<file path="src/sv/crcb_pkg.sv">
// Shared types, constants and the byte-wide CRC fold for the CRC-16 byte stream.
// No dependencies; used by crcb_step and crc16_ccitt_byte_stream.
package crcb_pkg;

  localparam int unsigned DATA_W = 8;
  localparam int unsigned CRC_W  = 16;
  localparam int unsigned USER_W = 2;

  localparam logic [CRC_W-1:0] CRC_POLY       = 16'h1021;
  localparam logic [CRC_W-1:0] CRC_INIT_RESET = 16'hC78C;

  // Bit positions inside s_axis_tuser
  localparam int unsigned USER_HAS_BYTE = 0;
  localparam int unsigned USER_FIRST    = 1;

  // One input item as held in the input register
  typedef struct packed {
    logic [DATA_W-1:0] data_byte;
    logic              has_byte;
    logic              first;
    logic              last;
  } item_t;

  // Fold one byte into the CRC, MSB first, eight shift/XOR steps
  function automatic logic [CRC_W-1:0] fold_byte(input logic [CRC_W-1:0] crc,
                                                 input logic [DATA_W-1:0] b);
    logic [CRC_W-1:0] r;
    r = crc ^ {b, {(CRC_W-DATA_W){1'b0}}};
    for (int k = 0; k < DATA_W; k++) begin
      if (r[CRC_W-1]) begin
        r = {r[CRC_W-2:0], 1'b0} ^ CRC_POLY;
      end else begin
        r = {r[CRC_W-2:0], 1'b0};
      end
    end
    return r;
  endfunction

endpackage

</file>
<file path="src/sv/crcb_step.sv">
// Next-state logic of the running CRC for one item: optional reload, optional byte fold.
// Depends on crcb_pkg.
module crcb_step (
  input  logic [crcb_pkg::CRC_W-1:0] crc_in,
  input  logic [crcb_pkg::CRC_W-1:0] init,
  input  crcb_pkg::item_t            item,
  output logic [crcb_pkg::CRC_W-1:0] crc_out
);

  logic [crcb_pkg::CRC_W-1:0] base;

  // Start of message reloads before the byte goes in
  assign base = item.first ? init : crc_in;

  assign crc_out = item.has_byte ? crcb_pkg::fold_byte(base, item.data_byte) : base;

endmodule

</file>
<file path="src/sv/crc16_ccitt_byte_stream.sv">
// Top level of the CRC-16 (poly 0x1021, MSB first) byte stream block.
// Depends on crcb_pkg and crcb_step.
//
// Takes one byte per cycle while s_axis_tready is high and emits one result
// per message, on the item flagged tlast. A transaction on the input goes
// into an input register; from there the byte is folded into the running CRC
// by a combinational XOR network and, for a last item, the CRC lands in the
// output register. So the sustained rate is one item per clock when the
// output does not stall, and the result passes through the input register
// and then the result register. Input ready drops only while the output
// register is full, not taken, and the input register holds a last item.
// initial_value (reset 0xC78C) is loaded on each item with the first flag.
module crc16_ccitt_byte_stream (
  input  logic                          clk,
  input  logic                          rst,
  // configuration write channel
  input  logic                          cfg_valid,
  output logic                          cfg_ready,
  input  logic [crcb_pkg::CRC_W-1:0]    cfg_data,     // initial_value
  // input stream
  input  logic                          s_axis_tvalid,
  output logic                          s_axis_tready,
  input  logic [crcb_pkg::DATA_W-1:0]   s_axis_tdata, // [7:0] data_byte
  input  logic [crcb_pkg::USER_W-1:0]   s_axis_tuser, // [0] has_byte, [1] first
  input  logic                          s_axis_tlast, // last
  // result stream
  output logic                          m_axis_tvalid,
  input  logic                          m_axis_tready,
  output logic [crcb_pkg::CRC_W-1:0]    m_axis_tdata  // [7:0] crc_high, [15:8] crc_low
);

  logic [crcb_pkg::CRC_W-1:0] initial_value;
  logic [crcb_pkg::CRC_W-1:0] running_crc;
  logic [crcb_pkg::CRC_W-1:0] crc_next;
  crcb_pkg::item_t            in_item;
  logic                       in_valid;
  logic                       out_free;
  logic                       in_go;
  logic                       s_fire;

  // Configuration is always accepted
  assign cfg_ready = 1'b1;

  always_ff @(posedge clk) begin
    if (rst) begin
      initial_value <= crcb_pkg::CRC_INIT_RESET;
    end else if (cfg_valid) begin
      initial_value <= cfg_data;
    end
  end

  // Handshake control
  assign out_free      = !m_axis_tvalid || m_axis_tready;
  assign in_go         = in_valid && (!in_item.last || out_free);
  assign s_axis_tready = !in_valid || in_go;
  assign s_fire        = s_axis_tvalid && s_axis_tready;

  // Input register
  always_ff @(posedge clk) begin
    if (rst) begin
      in_valid <= 1'b0;
    end else if (s_axis_tready) begin
      in_valid <= s_axis_tvalid;
    end
  end

  always_ff @(posedge clk) begin
    if (s_fire) begin
      in_item.data_byte <= s_axis_tdata;
      in_item.has_byte  <= s_axis_tuser[crcb_pkg::USER_HAS_BYTE];
      in_item.first     <= s_axis_tuser[crcb_pkg::USER_FIRST];
      in_item.last      <= s_axis_tlast;
    end
  end

  // CRC update
  crcb_step u_step (
    .crc_in  (running_crc),
    .init    (initial_value),
    .item    (in_item),
    .crc_out (crc_next)
  );

  always_ff @(posedge clk) begin
    if (rst) begin
      running_crc <= crcb_pkg::CRC_INIT_RESET;
    end else if (in_go) begin
      running_crc <= crc_next;
    end
  end

  // Result register
  always_ff @(posedge clk) begin
    if (rst) begin
      m_axis_tvalid <= 1'b0;
    end else if (out_free) begin
      m_axis_tvalid <= in_go && in_item.last;
    end
  end

  always_ff @(posedge clk) begin
    if (in_go && in_item.last) begin
      m_axis_tdata <= {crc_next[7:0], crc_next[15:8]};
    end
  end

endmodule

</file>
<file path="config.mk">
export PLATFORM = sky130hd
export DESIGN_NAME = crc16_ccitt_byte_stream
export DESIGN_NICKNAME = d
export VERILOG_FILES = /design/src/sv/crcb_pkg.sv /design/src/sv/crcb_step.sv /design/src/sv/crc16_ccitt_byte_stream.sv
export SDC_FILE = /design/constraint.sdc
export NUM_CORES = 1
export LEC_CHECK = 0
export ABC_CLOCK_PERIOD_IN_PS = 3240
export BUFFER_PORTS_ARGS = -buffer_cell sky130_fd_sc_hd__buf_4
export CORE_ASPECT_RATIO = 1.25
export CORE_MARGIN = 5
export CORE_UTILIZATION = 50
export DETAILED_ROUTE_END_ITERATION = 8
export MAX_ROUTING_LAYER = met4
export PLACE_DENSITY = 0.82
export SYNTH_ARGS = -nofsm -noshare
export SYNTH_HDL_FRONTEND = slang
export SYNTH_SLANG_ARGS = --single-unit
</file>
<file path="constraint.sdc">
create_clock -name clk -period 3.24 [get_ports clk]
set_input_delay 0.162 -clock clk [delete_from_list [all_inputs] [get_ports clk]]
set_output_delay 0.162 -clock clk [all_outputs]
set_load 0.005 [all_outputs]
</file>
# [Word level (Yosys, flattened, before mapping)]
# Cells that the tools add are included.
[word_totals] register_bits=61 elab_cells=37
[classes] n_reduce_logical=9 mux=10 bitwise_logic=9
[ops] op="13-bit two-way mux" count=8
[ops] op="16-bit two-way mux" count=2
[ops] op="3-bit inverter" count=8
[ops] op="16-bit XOR" count=1
[ops] op="1-bit logical AND" count=3
[ops] op="1-bit zero test" count=3
[ops] op="1-bit logical OR" count=3

# [Longest topological paths before layout]
[logic_depth] word_depth=19 ltp_mapped=8 depth_no_buf=6

# [Hierarchy]
# From an unflattened synthesis, not the netlist that was laid out.
[hier_totals] hier_cells=235 area_unflattened_um2=2879.0
[by_module_without_submodules] module="crc16_ccitt_byte_stream" seq_area_each_um2=1491.4 area_each_um2=2185.8 cells_each=161 instances=1
[by_module_without_submodules] module="crcb_step" seq_area_each_um2=0.0 area_each_um2=693.2 cells_each=74 instances=1

# [Least setup slack after synthesis]
# Ideal clock, no wire load.
[synth_path] path_kind="flip-flop to flip-flop" from="reg in_item[1] (netlist name)" to="reg m_axis_tdata[5] (netlist name) (data pin)" stages_incl_launch_ff=8 period_less_slack_ns=1.894 arrival_time_ns=1.639 required_time_ns=2.985 path_slack_ns=1.346 setup_time_ns=0.255 cell_sequence="edfxtp_1 buf_6 buf_12 mux2i_1 xnor2_2 xnor2_1 or3_1 and2_1"
[synth_between] elab_chain_cells=11 elab_cells_between_ends=12
[synth_lines] element="start: declaration" line_no="crc16_ccitt_byte_stream.sv:35" source="crcb_pkg::item_t in_item;"
[synth_lines] element="16-bit two-way mux (*)" line_no="crcb_step.sv:13" source="assign base = item.first ? init : crc_in;"
[synth_lines] element="16-bit XOR" line_no="crcb_pkg.sv:28" source="r = crc ^ {b, {(CRC_W-DATA_W){1'b0}}};"
[synth_lines] element="13-bit two-way mux (6 in series)" line_no="crcb_pkg.sv:30" source="if (r[CRC_W-1]) begin"
[synth_lines] element="3-bit inverter (no source line)"
[synth_lines] element="13-bit two-way mux" line_no="crcb_pkg.sv:30"
[synth_lines] element="16-bit two-way mux (*)" line_no="crcb_step.sv:15" source="assign crc_out = item.has_byte ? crcb_pkg::fold_byte(base, item.data_byte) : base;"
[synth_lines] element="net crc_next, one bit" line_no="crc16_ccitt_byte_stream.sv:34" source="logic [crcb_pkg::CRC_W-1:0] crc_next;"
[synth_lines] element="end signal: assignment" line_no="crc16_ccitt_byte_stream.sv:103" source="m_axis_tdata <= {crc_next[7:0], crc_next[15:8]};"
[synth_lines] element="end: declaration" line_no="crc16_ccitt_byte_stream.sv:29" source="output logic [crcb_pkg::CRC_W-1:0] m_axis_tdata"
# The timed path passes the listed nets; every way through them passes the cells marked *.
# A chain may end at the register's enable or synchronous reset.

# [Final worst setup path]
[layout_path] from="reg in_item[1] (netlist name)" to="reg running_crc[5] (netlist name)"
[layout_between] elab_chain_cells=10 elab_cells_between_ends=13
[layout_lines] element="16-bit two-way mux (*)" line_no="crcb_step.sv:13"
[layout_lines] element="16-bit XOR" line_no="crcb_pkg.sv:28"
[layout_lines] element="13-bit two-way mux (5 in series)" line_no="crcb_pkg.sv:30"
[layout_lines] element="3-bit inverter (no source line)"
[layout_lines] element="13-bit two-way mux" line_no="crcb_pkg.sv:30"
[layout_lines] element="16-bit two-way mux (*)" line_no="crcb_step.sv:15"
[layout_lines] element="net crc_next, one bit" line_no="crc16_ccitt_byte_stream.sv:34"
[layout_lines] element="end signal: assignment" line_no="crc16_ccitt_byte_stream.sv:86" source="running_crc <= crcb_pkg::CRC_INIT_RESET;"
[layout_lines] element="end signal: assignment" line_no="crc16_ccitt_byte_stream.sv:88" source="running_crc <= crc_next;"
[layout_lines] element="end: declaration" line_no="crc16_ccitt_byte_stream.sv:33" source="logic [crcb_pkg::CRC_W-1:0] running_crc;"
# Marked as above.

==> key figures <==
Global routing
  – GRT met2 Usage: 29.7%
  – M3 GR Usage: 6.14%
  – Busiest layer in global routing: met2
  – Pin count of the biggest net entering global routing: 37
  – Met1 Use GR: 19.9%
  – GRT Total Usage: about 18%
  – Initial antenna violation count: 0
  – First-pass GRT wire length: between 9000 and 10000 µm
  – Vias in the first global route: 2064
  – Gr ovfl total: 0

Yosys
  – Post-synth EDFFs: 27
  – Seq/Total Area, Yosys: just over 50%
  – Number of synthesis warnings: 0
  – Cell taking the most area after synthesis: edfxtp_1
  – Synth Instances: 245
  – Avg Cell Area, Syn: 11.8 µm²
  – #FFs+latches synth: around 60
  – Most used DFF post-synth: dfxtp_1
  – Synth Net Count: 277
  – Top cell type's share of synthesized area: 28.0%
  – Largest cells by area after synthesis: edfxtp_1, dfxtp_1, mux2i_1
  – Commonest cells in the synthesized netlist: dfxtp_1, mux2i_1, edfxtp_1
  – Post-synthesis cell type count: 35
  – Synth Cell Area: 2890 µm²
  – Post-synth ARST share: 0%

Floorplanning
  – Die W: 78.0 µm
  – DIE HEIGHT: 95.0 µm
  – Core Rows: 31
  – Starting Density: 50.7%
  – Die footprint: 7420 µm²
  – Num ports: 51
  – Core Area: 5700 µm²

Routing
  – Number of remaining DRC errors: 0
  – 1st-pass router iterations: 4
  – DR WL/cell: 16.4 µm
  – Routed via count: 1966
  – Final wirelength: 6130 µm
  – Post-DR vias/cell: roughly 5.3
  – Initial DRC Count: 144
  – Post-route antenna net violation count: 0

CTS
  – Clk root buf: clkbuf_8
  – CTS tree: yes
  – TritonCTS Buffers: 9
  – Hold_buf cts: 11
  – H-tree depth: 3
  – Postcts setup bufs: 0
  – Clock slew at reported path FFs: 0.07 ns
  – CTS Sinks: between 60 and 70
  – CTS resizes: 0
  – Worst-skew pair later-pin latency: around 0.34 ns
  – Clock buffer depth: 2

Setup path
  – RR Startpoint: in_item[1]
  – Critical Path End Type: flop
  – CP arrival: 2.49 ns
  – Startpoint Class: flop
  – R2R Setup Slk: ~1 ns
  – Crit path max fanout: 22
  – Reg-to-reg endpoint: running_crc[5]
  – Critical Path RT: 3.51 ns
  – Worst setup path class: reg2reg
  – Reg2Reg Depth: 7

Layout
  – Layout cell share with drive strength beyond 1: 24.7%
  – Finished Layout Cells: 374
  – Area Overhead vs Synth: 24.1%
  – Antenna Cells: 0
  – Nets: 335
  – Finished Cell Area: between 3000 and 4000 µm²

Min path
  – Hold Path Class: in2reg
  – Hold Path Stages: 2
  – HP Start: cfg_data[3]
  – Hold Path Sink: initial_value[3]

STA
  – Relative slew slack: between 40% and 50%
  – Setup ws final: 1.02 ns
  – Finish-stage setup viols: 0
  – Max Fclk: roughly 450 MHz
  – Final min period: approximately 2.2 ns
  – Worst-Margin Slew: 0.862 ns
  – Tcrit/Tclk final: 68.6%
  – Final slew viol count: 0
  – Post-route setup TNS: 0 ns
  – Final Hold Fails: 0
  – RSZ-0062 raised after global routing: false
  – Final Skew: a little over 0.008 ns

Placed design
  – Placement Setup Slack: between 1 and 1.5 ns
  – Hpwl dp: 4030 µm
  – RePlAce Congestion: 0.847
  – PortBufs: roughly 50
  – Placed cell area: ~3300 µm²
  – Placed Cells: 347

Outcome
  – Outcome: finished, final reports clean

Run
  – Max_cap viols: 0

Pwr
  – Leakage: 1.50 nW
  – Pwr dens: 546 nW/µm²
  – Max VDD drop: roughly 270 µV
per-stage QoR:
| stage | hold slack (ns) | util, % | total power [W] |
|---|---|---|---|
| finish | 0.0221 | 63.0 | 0.00196 |
| global route | 0.000468 | 63.0 | 0.00204 |
| CTS | 0.0102 | 63.0 | 0.00197 |
| detailed placement | 0.342 | 57.4 | 0.00125 |
| global placement | 0.340 | 57.4 | 0.00124 |
| floorplan | 0.261 | - | 0.00116 |
cells by family (layout without fill, tap and decap cells):
kind of cell	count (synthesis)	after routing	share of synthesized area (%)
XOR/XNOR	35	35	13.8
AND/OR/NAND/NOR	68	68	11.3
buffers and inverters	17	80	3.20
other	1	1	0.130
multiplexers	37	37	13.5
flip-flops	61	61	51.6
AO/OA/AOI/OAI	26	26	6.44
area by class of cell:
cell class,count,area [µm²]
Timing Repair Buffer,62,493
Fill cell,455,2110
Clock inverter,5,75.1
Multi-Input combinational cell,167,1310
Tap cell,66,82.6
Clock buffer,11,131
Sequential cell,61,1490
Inverter,2,7.51
state kept, by name (all words and copies together), names as in the netlist:
name           flops
running_crc       16
m_axis_tvalid      1
in_valid           1
initial_value     16
m_axis_tdata      16
in_item           11
worst max-delay path, cell delays in order, from the launching register on:
cell,delay (ns)
edfxtp_1,0.32
buf_4,0.33
mux2i_1,0.44
xnor2_2,0.21
xnor3_1,0.44
mux2i_1,0.19
nand2_1,0.08
a21oi_1,0.14
metal layers:
metal / routed length, µm / vias up
met2: 3190 / 70
li1: - / 965
met3: 328 / 15
met4: 151 / 0
met5: 0 / -
met1: 2460 / 916
how the worst max path moves through the flow:
| stage | slack, ns | to | from |
|---|---|---|---|
| after floorplan | 1.35 | m_axis_tdata[5] | in_item[1] |
| after global placement | 1.18 | running_crc[5] | in_item[1] |
| after detailed placement | 1.08 | running_crc[6] | in_item[1] |
| after CTS | 1.02 | running_crc[5] | in_item[1] |
| after global routing | 0.88 | running_crc[5] | in_item[1] |
| final | 1.02 | running_crc[5] | in_item[1] |
power breakdown:
| group | leakage [nW] | internal [W] | switching (W) |
|---|---|---|---|
| registers | 0.536 | 0.000863 | 0.0000331 |
| clock network | 0.107 | 0.000429 | 0.000286 |
| logic | 0.857 | 0.000187 | 0.000161 |
placed cells by master (no fill, tap or decap), types with 3 or more instances in the layout:
| cell | Yosys | final |
|---|---|---|
| clkbuf_8 | 0 | 9 |
| edfxtp_1 | 27 | 27 |
| a21oi_1 | 9 | 9 |
| nand2_1 | 24 | 24 |
| nor2b_1 | 10 | 10 |
| and2_1 | 5 | 5 |
| clkinv_2 | 0 | 3 |
| mux2i_1 | 34 | 34 |
| dfxtp_1 | 34 | 34 |
| nor3_1 | 3 | 3 |
| buf_4 | 1 | 51 |
| nand3b_1 | 5 | 5 |
| xor2_1 | 4 | 4 |
| nor2_1 | 15 | 15 |
| a211o_1 | 10 | 10 |
| xnor3_1 | 3 | 3 |
| xnor2_1 | 21 | 21 |
| xnor2_2 | 7 | 7 |
| dlygate4sd3_1 | 0 | 11 |
Note: power is estimated with default switching activity, not from simulation.
